[config.mk]
export PLATFORM = sky130hd
export DESIGN_NAME = daily_task_alarm_scheduler
export DESIGN_NICKNAME = d
export VERILOG_FILES = /design/src/dtas_pkg.sv /design/src/dtas_table.sv /design/src/dtas_cmp.sv /design/src/dtas_ctrl.sv /design/src/daily_task_alarm_scheduler.sv
export VERILOG_INCLUDE_DIRS = /design/src /design/src/src
export SDC_FILE = /design/constraint.sdc
export NUM_CORES = 1
export LEC_CHECK = 0
export ABC_CLOCK_PERIOD_IN_PS = 5500
export BUFFER_PORTS_ARGS = -buffer_cell sky130_fd_sc_hd__buf_4
export CAP_MARGIN = 20
export CORE_MARGIN = 5
export CORE_UTILIZATION = 63
export CTS_CLUSTER_SIZE = 8
export DETAILED_ROUTE_END_ITERATION = 10
export PLACE_DENSITY = 0.8
export SETUP_SLACK_MARGIN = 0.3
export SYNTH_ARGS = -nofsm -noshare
export SYNTH_HDL_FRONTEND = slang
export SYNTH_HIERARCHICAL = 1
export SYNTH_SLANG_ARGS = --single-unit
[constraint.sdc]
create_clock -name clk -period 5.5 [get_ports clk]
set_input_delay 0.275 -clock clk [delete_from_list [all_inputs] [get_ports clk]]
set_output_delay 0.275 -clock clk [all_outputs]
set_load 0.01 [all_outputs]
[src/daily_task_alarm_scheduler_macros.svh]
// Assertion macros shared by the daily task alarm scheduler RTL.
`ifndef DAILY_TASK_ALARM_SCHEDULER_MACROS_SVH
`define DAILY_TASK_ALARM_SCHEDULER_MACROS_SVH

`ifndef SYNTHESIS
// Same-cycle implication, disabled during reset.
`define DTAS_ASSERT_NOW(label, clk, rst_n, ante, cons) \
    label: assert property (@(posedge clk) disable iff (!rst_n) (ante) |-> (cons)) \
        else $error("scheduler assertion failed");
// Next-cycle implication, disabled during reset.
`define DTAS_ASSERT_NEXT(label, clk, rst_n, ante, cons) \
    label: assert property (@(posedge clk) disable iff (!rst_n) (ante) |=> (cons)) \
        else $error("scheduler assertion failed");
`else
`define DTAS_ASSERT_NOW(label, clk, rst_n, ante, cons)
`define DTAS_ASSERT_NEXT(label, clk, rst_n, ante, cons)
`endif

`endif

[src/dtas_pkg.sv]
// Shared types and constants of the daily task alarm scheduler.
package dtas_pkg;

    localparam int TABLE_DEPTH     = 16;
    localparam int SECONDS_PER_DAY = 24 * 60 * 60;
    localparam int TIME_W          = 17;
    localparam int ID_W            = 8;
    localparam int IDX_W           = (TABLE_DEPTH > 1) ? $clog2(TABLE_DEPTH) : 1;
    localparam int CNT_W           = $clog2(TABLE_DEPTH + 1);
    localparam int ENTRY_W         = TIME_W + ID_W;

    localparam logic [TIME_W-1:0] MAX_TIME = TIME_W'(SECONDS_PER_DAY - 1);

    typedef enum logic [1:0] {
        CMD_LOAD  = 2'd0,
        CMD_START = 2'd1,
        CMD_TICK  = 2'd2,
        CMD_NONE  = 2'd3
    } cmd_t;

    typedef enum logic [1:0] {
        ST_OK    = 2'd0,
        ST_FULL  = 2'd1,
        ST_EMPTY = 2'd2,
        ST_RSVD  = 2'd3
    } status_t;

    // One table entry: start time over task id.
    typedef struct packed {
        logic [TIME_W-1:0] start_time;
        logic [ID_W-1:0]   id;
    } entry_t;

    // Outcome of the shared time comparator.
    typedef struct packed {
        logic lt;
        logic gt;
    } cmp_t;

    // One result item.
    typedef struct packed {
        logic            fire;
        logic [ID_W-1:0] fired_task_id;
        logic            late;
        logic [1:0]      status;
    } result_t;

endpackage

[src/dtas_table.sv]
// Task table memory: one write port and one registered read port.
module dtas_table
    import dtas_pkg::*;
(
    input  logic             clk,
    input  logic             we,
    input  logic [IDX_W-1:0] waddr,
    input  entry_t           wdata,
    input  logic             re,
    input  logic [IDX_W-1:0] raddr,
    output entry_t           rdata
);

    entry_t mem [TABLE_DEPTH];
    entry_t rdata_reg;

    // Write one entry and register the read data.
    always_ff @(posedge clk)
    begin
        if (we)
        begin
            mem[waddr] <= wdata;
        end
        if (re)
        begin
            rdata_reg <= mem[raddr];
        end
    end

    assign rdata = rdata_reg;

endmodule

[src/dtas_cmp.sv]
// Shared comparator of the working time against a table start time.
module dtas_cmp
    import dtas_pkg::*;
(
    input  logic [TIME_W-1:0] now,
    input  logic [TIME_W-1:0] start_time,
    output cmp_t              res
);

    // Compare once; every command reads its own relation from this.
    assign res.lt = (now < start_time);
    assign res.gt = (now > start_time);

endmodule

[src/dtas_ctrl.sv]
// Sequencer of the scheduler: insertion, start search and tick handling.
module dtas_ctrl
    import dtas_pkg::*;
(
    input  logic              clk,
    input  logic              rst_n,
    input  logic              item_valid,
    output logic              item_ready,
    input  logic [1:0]        cmd,
    input  logic [TIME_W-1:0] time_of_day,
    input  logic [ID_W-1:0]   task_id,
    output logic              res_valid,
    input  logic              res_ready,
    output result_t           res
);

    typedef enum logic [2:0] {
        S_IDLE,
        S_LD_RD,
        S_LD_CMP,
        S_ST_RD,
        S_ST_CMP,
        S_TK_RD,
        S_TK_CMP,
        S_DONE
    } state_t;

    state_t            state_reg, state_next;
    logic [TIME_W-1:0] t_reg, t_next;
    logic [ID_W-1:0]   id_reg, id_next;
    logic [CNT_W-1:0]  idx_reg, idx_next;
    logic [CNT_W-1:0]  count_reg, count_next;
    logic [IDX_W-1:0]  slot_reg, slot_next;
    logic              armed_reg, armed_next;
    logic              wait_reg, wait_next;
    logic [TIME_W-1:0] prev_reg, prev_next;
    result_t           res_reg, res_next;

    logic              mem_we;
    logic [IDX_W-1:0]  mem_waddr;
    entry_t            mem_wdata;
    logic              mem_re;
    logic [IDX_W-1:0]  mem_raddr;
    entry_t            mem_rdata;
    cmp_t              cmp;

    logic [TIME_W-1:0] t_sat;
    logic              tick_wait;
    logic [CNT_W-1:0]  idx_dec;
    logic [CNT_W-1:0]  slot_inc;

    dtas_table u_table (
        .clk   (clk),
        .we    (mem_we),
        .waddr (mem_waddr),
        .wdata (mem_wdata),
        .re    (mem_re),
        .raddr (mem_raddr),
        .rdata (mem_rdata)
    );

    dtas_cmp u_cmp (
        .now        (t_reg),
        .start_time (mem_rdata.start_time),
        .res        (cmp)
    );

    // Clamp the incoming time to the last second of the day.
    assign t_sat = (time_of_day > MAX_TIME) ? MAX_TIME : time_of_day;

    // Midnight wait survives a tick unless time went backwards.
    assign tick_wait = wait_reg && !(t_sat < prev_reg);

    assign idx_dec  = idx_reg - CNT_W'(1);
    assign slot_inc = CNT_W'(slot_reg) + CNT_W'(1);

    assign item_ready = (state_reg == S_IDLE);
    assign res_valid  = (state_reg == S_DONE);
    assign res        = res_reg;

    // Sequence one item through the table.
    always_comb
    begin
        state_next = state_reg;
        t_next     = t_reg;
        id_next    = id_reg;
        idx_next   = idx_reg;
        count_next = count_reg;
        slot_next  = slot_reg;
        armed_next = armed_reg;
        wait_next  = wait_reg;
        prev_next  = prev_reg;
        res_next   = res_reg;
        mem_we     = 1'b0;
        mem_waddr  = idx_reg[IDX_W-1:0];
        mem_wdata  = '{start_time: t_reg, id: id_reg};
        mem_re     = 1'b0;
        mem_raddr  = idx_reg[IDX_W-1:0];

        unique case (state_reg)
            S_IDLE:
            begin
                if (item_valid)
                begin
                    t_next   = t_sat;
                    id_next  = task_id;
                    res_next = '0;
                    priority if (cmd == CMD_LOAD)
                    begin
                        // Any load disarms, the table order changes.
                        armed_next = 1'b0;
                        wait_next  = 1'b0;
                        slot_next  = '0;
                        if (count_reg == CNT_W'(TABLE_DEPTH))
                        begin
                            res_next.status = ST_FULL;
                            state_next      = S_DONE;
                        end
                        else
                        begin
                            idx_next   = count_reg;
                            state_next = S_LD_RD;
                        end
                    end
                    else if (cmd == CMD_START)
                    begin
                        if (count_reg == '0)
                        begin
                            armed_next      = 1'b0;
                            wait_next       = 1'b0;
                            res_next.status = ST_EMPTY;
                            state_next      = S_DONE;
                        end
                        else
                        begin
                            idx_next   = '0;
                            state_next = S_ST_RD;
                        end
                    end
                    else if (cmd == CMD_TICK)
                    begin
                        if (!armed_reg || (count_reg == '0))
                        begin
                            res_next.status = ST_EMPTY;
                            state_next      = S_DONE;
                        end
                        else
                        begin
                            prev_next = t_sat;
                            wait_next = tick_wait;
                            if (CNT_W'(slot_reg) >= count_reg)
                            begin
                                slot_next = '0;
                            end
                            state_next = tick_wait ? S_DONE : S_TK_RD;
                        end
                    end
                    else
                    begin
                        state_next = S_DONE;
                    end
                end
            end

            S_LD_RD:
            begin
                // Reached the bottom: drop the new entry into place.
                if (idx_reg == '0)
                begin
                    mem_we     = 1'b1;
                    count_next = count_reg + CNT_W'(1);
                    state_next = S_DONE;
                end
                else
                begin
                    mem_re     = 1'b1;
                    mem_raddr  = idx_dec[IDX_W-1:0];
                    state_next = S_LD_CMP;
                end
            end

            S_LD_CMP:
            begin
                if (cmp.lt)
                begin
                    // Entry below starts later: move it up one place.
                    mem_we     = 1'b1;
                    mem_wdata  = mem_rdata;
                    idx_next   = idx_dec;
                    state_next = S_LD_RD;
                end
                else
                begin
                    mem_we     = 1'b1;
                    count_next = count_reg + CNT_W'(1);
                    state_next = S_DONE;
                end
            end

            S_ST_RD:
            begin
                if (idx_reg == count_reg)
                begin
                    // Nothing left today: arm at the first entry for tomorrow.
                    slot_next  = '0;
                    wait_next  = 1'b1;
                    armed_next = 1'b1;
                    prev_next  = t_reg;
                    state_next = S_DONE;
                end
                else
                begin
                    mem_re     = 1'b1;
                    state_next = S_ST_CMP;
                end
            end

            S_ST_CMP:
            begin
                if (cmp.gt)
                begin
                    idx_next   = idx_reg + CNT_W'(1);
                    state_next = S_ST_RD;
                end
                else
                begin
                    slot_next  = idx_reg[IDX_W-1:0];
                    wait_next  = 1'b0;
                    armed_next = 1'b1;
                    prev_next  = t_reg;
                    state_next = S_DONE;
                end
            end

            S_TK_RD:
            begin
                mem_re     = 1'b1;
                mem_raddr  = slot_reg;
                state_next = S_TK_CMP;
            end

            S_TK_CMP:
            begin
                if (!cmp.lt)
                begin
                    res_next.fire          = 1'b1;
                    res_next.fired_task_id = mem_rdata.id;
                    res_next.late          = cmp.gt;
                    // Advance cyclically; a wrap waits for midnight.
                    if (slot_inc >= count_reg)
                    begin
                        slot_next = '0;
                        wait_next = 1'b1;
                    end
                    else
                    begin
                        slot_next = slot_inc[IDX_W-1:0];
                    end
                end
                state_next = S_DONE;
            end

            S_DONE:
            begin
                if (res_ready)
                begin
                    state_next = S_IDLE;
                end
            end

            default:
            begin
                state_next = S_IDLE;
            end
        endcase
    end

    // Hold state, working registers and the registered result.
    always_ff @(posedge clk or negedge rst_n)
    begin
        if (!rst_n)
        begin
            state_reg <= S_IDLE;
            count_reg <= '0;
            slot_reg  <= '0;
            armed_reg <= 1'b0;
            wait_reg  <= 1'b0;
            prev_reg  <= '0;
            t_reg     <= '0;
            id_reg    <= '0;
            idx_reg   <= '0;
            res_reg   <= '0;
        end
        else
        begin
            state_reg <= state_next;
            count_reg <= count_next;
            slot_reg  <= slot_next;
            armed_reg <= armed_next;
            wait_reg  <= wait_next;
            prev_reg  <= prev_next;
            t_reg     <= t_next;
            id_reg    <= id_next;
            idx_reg   <= idx_next;
            res_reg   <= res_next;
        end
    end

endmodule

[src/daily_task_alarm_scheduler.sv]
// Top level of the daily task alarm scheduler with its output register.
//
// Each transfer on the item channel yields exactly one transfer on the result
// channel. The block takes one item at a time and drops item_ready until the
// item is finished and its result has moved into the output register, which
// can still hold the previous result while the next item is worked on. The
// task table is a single-port-read memory walked by one shared time
// comparator, with a read state and a compare state per entry visited. A
// tick reads the current slot entry, or none while it waits for midnight; a
// start walks past every entry earlier than the current time; a load moves
// every entry that starts later than the new one up one place. Full loads,
// empty starts, ticks while not armed and the unused command do not touch
// the table. No clearing pass runs after reset.
`include "daily_task_alarm_scheduler_macros.svh"

module daily_task_alarm_scheduler
    import dtas_pkg::*;
(
    input  logic              clk,
    input  logic              rst_n,
    input  logic              item_valid,
    output logic              item_ready,
    input  logic [1:0]        cmd,
    input  logic [TIME_W-1:0] time_of_day,
    input  logic [ID_W-1:0]   task_id,
    output logic              result_valid,
    input  logic              result_ready,
    output logic              fire,
    output logic [ID_W-1:0]   fired_task_id,
    output logic              late,
    output logic [1:0]        status
);

    logic    res_valid;
    logic    res_ready;
    result_t res;
    logic    out_valid_reg, out_valid_next;
    result_t out_reg;

    dtas_ctrl u_ctrl (
        .clk         (clk),
        .rst_n       (rst_n),
        .item_valid  (item_valid),
        .item_ready  (item_ready),
        .cmd         (cmd),
        .time_of_day (time_of_day),
        .task_id     (task_id),
        .res_valid   (res_valid),
        .res_ready   (res_ready),
        .res         (res)
    );

    // Take a new result whenever the output slot is empty or being drained.
    assign res_ready = !out_valid_reg || result_ready;

    always_comb
    begin
        out_valid_next = out_valid_reg;
        if (res_valid && res_ready)
        begin
            out_valid_next = 1'b1;
        end
        else if (result_ready)
        begin
            out_valid_next = 1'b0;
        end
    end

    // Hold the output valid flag.
    always_ff @(posedge clk or negedge rst_n)
    begin
        if (!rst_n)
        begin
            out_valid_reg <= 1'b0;
        end
        else
        begin
            out_valid_reg <= out_valid_next;
        end
    end

    // Load the output payload.
    always_ff @(posedge clk)
    begin
        if (res_valid && res_ready)
        begin
            out_reg <= res;
        end
    end

    assign result_valid  = out_valid_reg;
    assign fire          = out_reg.fire;
    assign fired_task_id = out_reg.fired_task_id;
    assign late          = out_reg.late;
    assign status        = out_reg.status;

    // A result without a release carries no id and no late flag.
    `DTAS_ASSERT_NOW(a_idle_fields, clk, rst_n, result_valid && !fire, (fired_task_id == '0) && !late)
    // A release only comes with status ok.
    `DTAS_ASSERT_NOW(a_fire_ok, clk, rst_n, result_valid && fire, status == ST_OK)
    // The sequencer is busy right after taking an item.
    `DTAS_ASSERT_NEXT(a_busy_after_take, clk, rst_n, item_valid && item_ready, !item_ready)

endmodule
==> results of run 1 <==
==> critical path, stage by stage (launching register included) <==
cell                       delay (ns)
sky130_fd_sc_hd__dfrtp_1         0.61
sky130_fd_sc_hd__inv_1           0.16
sky130_fd_sc_hd__ha_1            0.17
sky130_fd_sc_hd__nand2b_1        0.13
sky130_fd_sc_hd__nor3_1          0.54
sky130_fd_sc_hd__a21oi_1         0.23
sky130_fd_sc_hd__o21ai_4         0.72
sky130_fd_sc_hd__buf_12          0.36
sky130_fd_sc_hd__mux4_2          0.58
sky130_fd_sc_hd__a22oi_1         0.24
sky130_fd_sc_hd__nand2_1         0.07
==> worst min path at each step <==
stage	slack, ns	depth (start not counted)	endpoint	from
finish	0.01	3	result_valid	result_ready
global route	0.01	3	result_valid	result_ready
CTS	0.00002	3	result_valid	result_ready
detailed placement	0.44	0	status[0]	u_ctrl/res[0]
global placement	0.43	0	status[0]	u_ctrl/res[0]
floorplan	-0.02	0	result_valid	rst_n
==> per-stage QoR <==
stage | instance area [µm²] | std cells | total power, mW
after floorplan | 21700 | 1292 | 9.91
after global placement | 22600 | 1742 | 11.2
after detailed placement | 22600 | 1742 | 11.4
after CTS | 24800 | 1868 | 15.6
after global routing | 24900 | 1873 | 16.4
final | 24900 | 1873 | 15.7
==> repair_timing <==
| item | in CTS | in global routing |
|---|---|---|
| endpoints found under the hold margin | 88 | 0 |
| setup endpoints to repair | 0 | 0 |
| hold buffers | 15 | 0 |
| buffers inserted | 0 | 0 |
==> area by class of cell <==
class / instances / area share
well taps: 455 / 0.0228
clock buffers: 109 / 0.0813
multi-input cells: 649 / 0.253
flip-flops and latches: 511 / 0.601
inverters: 65 / 0.00979
clock inverters: 2 / 0.00100
repair buffers: 82 / 0.0311
==> Yosys cell counts, drive strengths merged, types with 2 or more instances <==
cell and number:
xor2 6, a21oi 25, or3b 2, o21a 4, nand2 88, edfxtp 437
nor2b 4, clkbuf 27, ha 50, mux2 37, or3 11, a21o 7
mux4 100, nor4 6, buf 40, o22ai 2, xnor2 5, a221o 3
a22oi 52, a211oi 5, and2 6, o211ai 11, nand3 9, inv 65
nor2 56, nand3b 4, a221oi 3, nand4 11, a31oi 10, nand2b 14
and3 3, a2111oi 3, dfrtp 74, and4 2, a22o 22, nor3 19
o21ai 53, mux2i 2
==> report_power, final <==
part           internal, mW  switching [mW]  total (mW)
Combinational          2.28            3.39        5.67
Clock                  2.50            1.57        4.08
Sequential             5.49           0.465        5.95
Total                  10.3            5.43        15.7
==> cells by family (layout without fill, tap and decap cells) <==
kind of cell    after synthesis  in the layout
flops                       511            511
xor+xnor                     11             11
buf+inv                     132            258
simple gates                237            237
compound gates              212            212
fa+ha+maj                    50             50
mux                         139            139
==> routing by layer <==
metal	wire length, µm	GRT usage
met4	1570	0.105
met2	26700	0.460
met5	0	0
met3	6350	0.0675
met1	19400	0.375
==> flow_summary.ini, run 1 <==
[worst_setup_path]
setup.worst_path.start = u_ctrl/idx_reg[0]
r2r_setup_slack_ns = 1.38
worst_ep_required_ns = 5.81
worstSetupStartpointType = flop
timing.critical_path.to = u_ctrl/u_table/rdata[7]
crit_type = reg -> reg
critical_path.endpoint_type = flop
r2r-end = u_ctrl/u_table/rdata[7]
r2r_path_start = u_ctrl/idx_reg[0]
worst-endpoint-arrival_ns = 4.44
reg2regPathDepth = 10
critical_path.max_fanout = 32

[power_and_ir_drop]
ir_drop_mv = 0.330
power.static_leakage_nw = 8.85
p_per_area_nw_per_um2 = 630

[clock_network]
cts.htree.levels = 3
clk_transition_reported_paths_ns = 0.05
cts_root_buffer = sky130_fd_sc_hd__clkbuf_16
cts-resized-gates = 0
cts_buffers = 73
worst_skew_pair.late_latency_ns = 0.57
tritoncts = built
cts_num_sinks = 511
clockBufferDepth = 3

[floorplan]
initial_utilization = 0.634
die_w_um = 196
design.portCount = 45
design.die.area_um2 = 38300
core_area_um2 = 34300
placementRows = 68
dieHeight_um = 196

[finish]
areaGrowthSynthToFinish_pct = 14.6
multi_input_area_um2 = 6310
diodes = 0
post_route_cells_drive_above_1_share = 0.229
fin_nets = 1463
core_occupancy_in_the_finished_layout = 0.727
layout_common_cells = 437 x sky130_fd_sc_hd__edfxtp_1, 100 x sky130_fd_sc_hd__mux4_2, 88 x sky130_fd_sc_hd__nand2_1
sequential_area_um2 = 15000
num-fill-cells = 1928
largest_register_ff_count = 400
layout.cells.most_common = sky130_fd_sc_hd__edfxtp_1

[yosys]
post_synth_and_or_nand_nor_area_fraction = 0.0535
synth_nets = 1373
synth_seq_cells = 511
synth_edf_count = 437
synth.top_cells.by_area = sky130_fd_sc_hd__edfxtp_1 60%, sky130_fd_sc_hd__mux4_2 10%, sky130_fd_sc_hd__dfrtp_1 8.5%
share_of_the_yosys_chip_area_belonging_to_registers = 0.689
synthXorXnorAreaFrac = 0.00443
yosys.cell_types.count = 73
ys_dominant_reg_cell = sky130_fd_sc_hd__edfxtp_1
async_sr_flop_fraction = 0.145
postSynthCellCount = 1292
synth_compound_area_frac = 0.0725
synth_top_area_frac = 0.603
synth_mux_area_frac = 0.124
syn_avg_cell_area_um2 = 16.8
netlist.top_cell.by_area = sky130_fd_sc_hd__edfxtp_1
yosys.area_share.adder = 0.0288
combined_area_of_all_synthesized_cells_um2 = 21700
synthesis.yosys.warnings = 6
combinational_family_with_the_most_area_after_synthesis = multiplexers

[global_routing]
grt_max_degree = 75
grt_pass1_wl_um = 80600
grt_overflow = 0
antenna_found_initial = 0
vias_in_the_first_global_route = 13000
global_route.usage.total = 0.281

[timing]
timing.final.ws_setup_ns = 1.38
timing.final.hold_violations = 0
setup_viol_count_final = 0
timing.final.crit_share = 0.750
clock.fmax_mhz = 243
slew_viol_final = 0
holdWs_ns = 0.0135
worstMarginPinSlew_ns = 1.20
final_period_minus_worst_setup_slack_ns = 4.12
max-slew-margin-rel = 0.200
rsz0062_at_grt = false
finalClockSkew_ns = 0.0233
fin_setup_tns_ns = 0

[drt]
drt-vias-per-instance = 6.83
route.vias.total = 12800
drt.antenna.violating_nets = 0
drt-total-wl_um = 54000
drt-wirelength-per-cell_um = 28.8
detail_route.iter0.violations = 1481
drt_first_pass_iters = 5
post-route-drc-count = 0

[placed_design]
pre_cts_ws_ns = 1.43
dpl.hpwl_um = 26800
gp_congestion = 0.860
port-buffer-count = 44

[run_status]
status = finished clean

[run]
cap_violations = 0

[worst_hold_path]
hp-class = in -> reg
No activity file was read; power rests on OpenSTA's default activity.
==> inputs of run 2 (changes only) <==
--- a/config.mk
+++ b/config.mk
@@ -6,7 +6,7 @@
 export SDC_FILE = /design/constraint.sdc
 export NUM_CORES = 1
 export LEC_CHECK = 0
-export ABC_CLOCK_PERIOD_IN_PS = 5500
+export ABC_CLOCK_PERIOD_IN_PS = 4210
 export BUFFER_PORTS_ARGS = -buffer_cell sky130_fd_sc_hd__buf_4
 export CAP_MARGIN = 20
 export CORE_MARGIN = 5
==> constraint.sdc (replaced) <==
create_clock -name clk -period 4.21 [get_ports clk]
set_input_delay 0.2105 -clock clk [delete_from_list [all_inputs] [get_ports clk]]
set_output_delay 0.2105 -clock clk [all_outputs]
set_load 0.01 [all_outputs]
==> run 2 against run 1 <==
Global-route usage about the same. Highest routed layer is now met5. Non-clock buffer count up 26. Core utilization up 0.81 points. Combinational power up 33%. Die area unchanged. Count of clock-buffer cells in the layout down 4. Clock power up 29%. Register-to-register slack worse by 0.77 ns. Sequential share of layout area down 0.67 points. Worst setup slack worse by 0.77 ns. Critical path type unchanged.
==> flow_summary.ini, run 2 (synthesis results as in run 1) <==
[timing]
max-slew-margin-rel = 0.341
clock.fmax_mhz = 278
final_period_minus_worst_setup_slack_ns = 3.60
setup_viol_count_final = 0
finalClockSkew_ns = 0.0224
worstMarginPinSlew_ns = 0.988
rsz0062_at_grt = false
timing.final.hold_violations = 0
timing.final.crit_share = 0.856
slew_viol_final = 0
fin_setup_tns_ns = 0

[placed_design]
gp_congestion = 0.843
postPlaceCellArea_um2 = 22900
port-buffer-count = 44
dpl.hpwl_um = 28800

[finish]
diodes = 0
layout.cells.most_common = sky130_fd_sc_hd__edfxtp_1
largest_register_ff_count = 400
fin_nets = 1489
layout_common_cells = 437 x sky130_fd_sc_hd__edfxtp_1, 100 x sky130_fd_sc_hd__mux4_2, 88 x sky130_fd_sc_hd__nand2_1
areaGrowthSynthToFinish_pct = 15.9
fin_area_um2 = 25200
post_route_cells_drive_above_1_share = 0.240

[clock_network]
cts_buffers = 73
clk_transition_reported_paths_ns = 0.05
cts_num_sinks = 511
cts.htree.levels = 3
worst_skew_pair.late_latency_ns = 0.57
cts_root_buffer = sky130_fd_sc_hd__clkbuf_16
tritoncts = built
clockBufferDepth = 3

[worst_setup_path]
r2r_setup_slack_ns = 0.61
crit_type = reg -> reg
worstSetupStartpointType = flop
critical_path.endpoint_type = flop
worst_ep_required_ns = 4.42
critical_path.max_fanout = 19
reg2regPathDepth = 9
worst-endpoint-arrival_ns = 3.82
slowest_stage = sky130_fd_sc_hd__mux2_1
critPathMaxStageDelay_ns = 0.60
cp_cell_sequence = ha_1 -> nand4_1 -> nor3_1 -> a2111oi_1 -> o21a_1 -> nand2_1 -> nor2_2 -> buf_4 -> mux2_1

[drt]
detail_route.iter0.violations = 1626
drt-vias-per-instance = 6.69
drt-total-wl_um = 53500
drt.antenna.violating_nets = 0
post-route-drc-count = 0
drt-wirelength-per-cell_um = 28.2
drt_first_pass_iters = 5
route.vias.total = 12700

[global_routing]
grt_pass1_wl_um = 80200
grt_max_degree = 75
grt_overflow = 0
global_route.usage.total = 0.282
vias_in_the_first_global_route = 13000
antenna_found_initial = 2

[floorplan]
placementRows = 68
design.portCount = 45
design.die.area_um2 = 38300
core_area_um2 = 34300
die_w_um = 196
dieHeight_um = 196
initial_utilization = 0.634

[power_and_ir_drop]
p_per_area_nw_per_um2 = 814
power.static_leakage_nw = 8.99
ir_drop_mv = 0.595

[worst_hold_path]
hp-class = in -> reg
hold_path_depth = 3

[run]
cap_violations = 0

[run_status]
status = finished clean
-- run 2: changes by cell type in the layout (fill, tap and decap cells not counted), sizes merged --
cell | before | now
buf | 67 | 85
dlygate4sd3 | 15 | 23
clkbuf | 109 | 105
clkinv | 1 | 3
inv | 66 | 68
-- run 2: what timing repair did --
item / 4_1_cts / 5_1_grt
resized for setup: 0 / 1
hold buffers: 22 / 1
setup endpoints to repair: 0 / 4
buffers inserted: 0 / 0
hold endpoints to repair: 96 / 5
-- run 2: routing by layer --
| metal | share of wire | up-vias | track usage | wire, µm |
|---|---|---|---|---|
| met5 | 0.00019 | - | 0 | 10 |
| met4 | 0.036 | 2 | 0.110 | 1930 |
| met3 | 0.11 | 147 | 0.0635 | 5900 |
| met2 | 0.49 | 848 | 0.457 | 26300 |
| met1 | 0.36 | 6365 | 0.380 | 19400 |
| li1 | - | 5333 | - | - |
-- run 2: final cells by class --
class	instances	area, µm²
Multi-Input combinational cell	649	6320
Clock inverter	6	75.1
Tap cell	455	569
Sequential cell	511	15000
Inverter	65	244
Timing Repair Buffer	108	1050
Fill cell	1884	9090
Clock buffer	105	1970
-- run 2: worst paths after layout --
| check | startpoint | to |
|---|---|---|
| worst max-delay path | u_ctrl/t_reg[5] | u_ctrl/u_table/mem[3][8] |
| worst min-delay path | time_of_day[10] | u_ctrl/t_reg[10] |
| worst max register to register | u_ctrl/t_reg[5] | u_ctrl/u_table/mem[3][8] |
| worst min register to register | u_ctrl/res[8] | fired_task_id[5] |
| max in group asynchronous | rst_n | u_ctrl/prev_reg[6] |
| min in group asynchronous | rst_n | u_ctrl/count_reg[1] |
-- run 2: worst max-delay path: cells and delay by family, from the launching register on --
family / cells / cell delay, ns
AO/OA/AOI/OAI: 2 / 0.78
adder cells (fa/ha/maj): 1 / 0.36
buffers and inverters: 1 / 0.36
flip-flops: 1 / 0.51
multiplexers: 1 / 0.60
AND/OR/NAND/NOR: 4 / 0.65
-- run 2: where the power goes --
part | total, mW | internal [mW] | leakage [nW] | switching (mW)
clock network | 5.25 | 3.21 | 0.983 | 2.04
logic | 7.54 | 3.08 | 3.10 | 4.46
registers | 7.71 | 7.17 | 4.90 | 0.539
-- run 2: through the flow --
stage	util	worst slack [ns]	hold slack, ns	cells	total power [mW]
2_1_floorplan	-	0.0976	-0.0851	1292	12.9
3_3_place_gp	0.668	0.690	0.423	1764	14.8
3_5_place_dp	0.668	0.620	0.421	1764	15.0
4_1_cts	0.734	0.520	0.00759	1897	20.5
5_1_grt	0.735	0.399	0.0411	1899	21.5
6_report	0.735	0.608	0.0192	1899	20.5
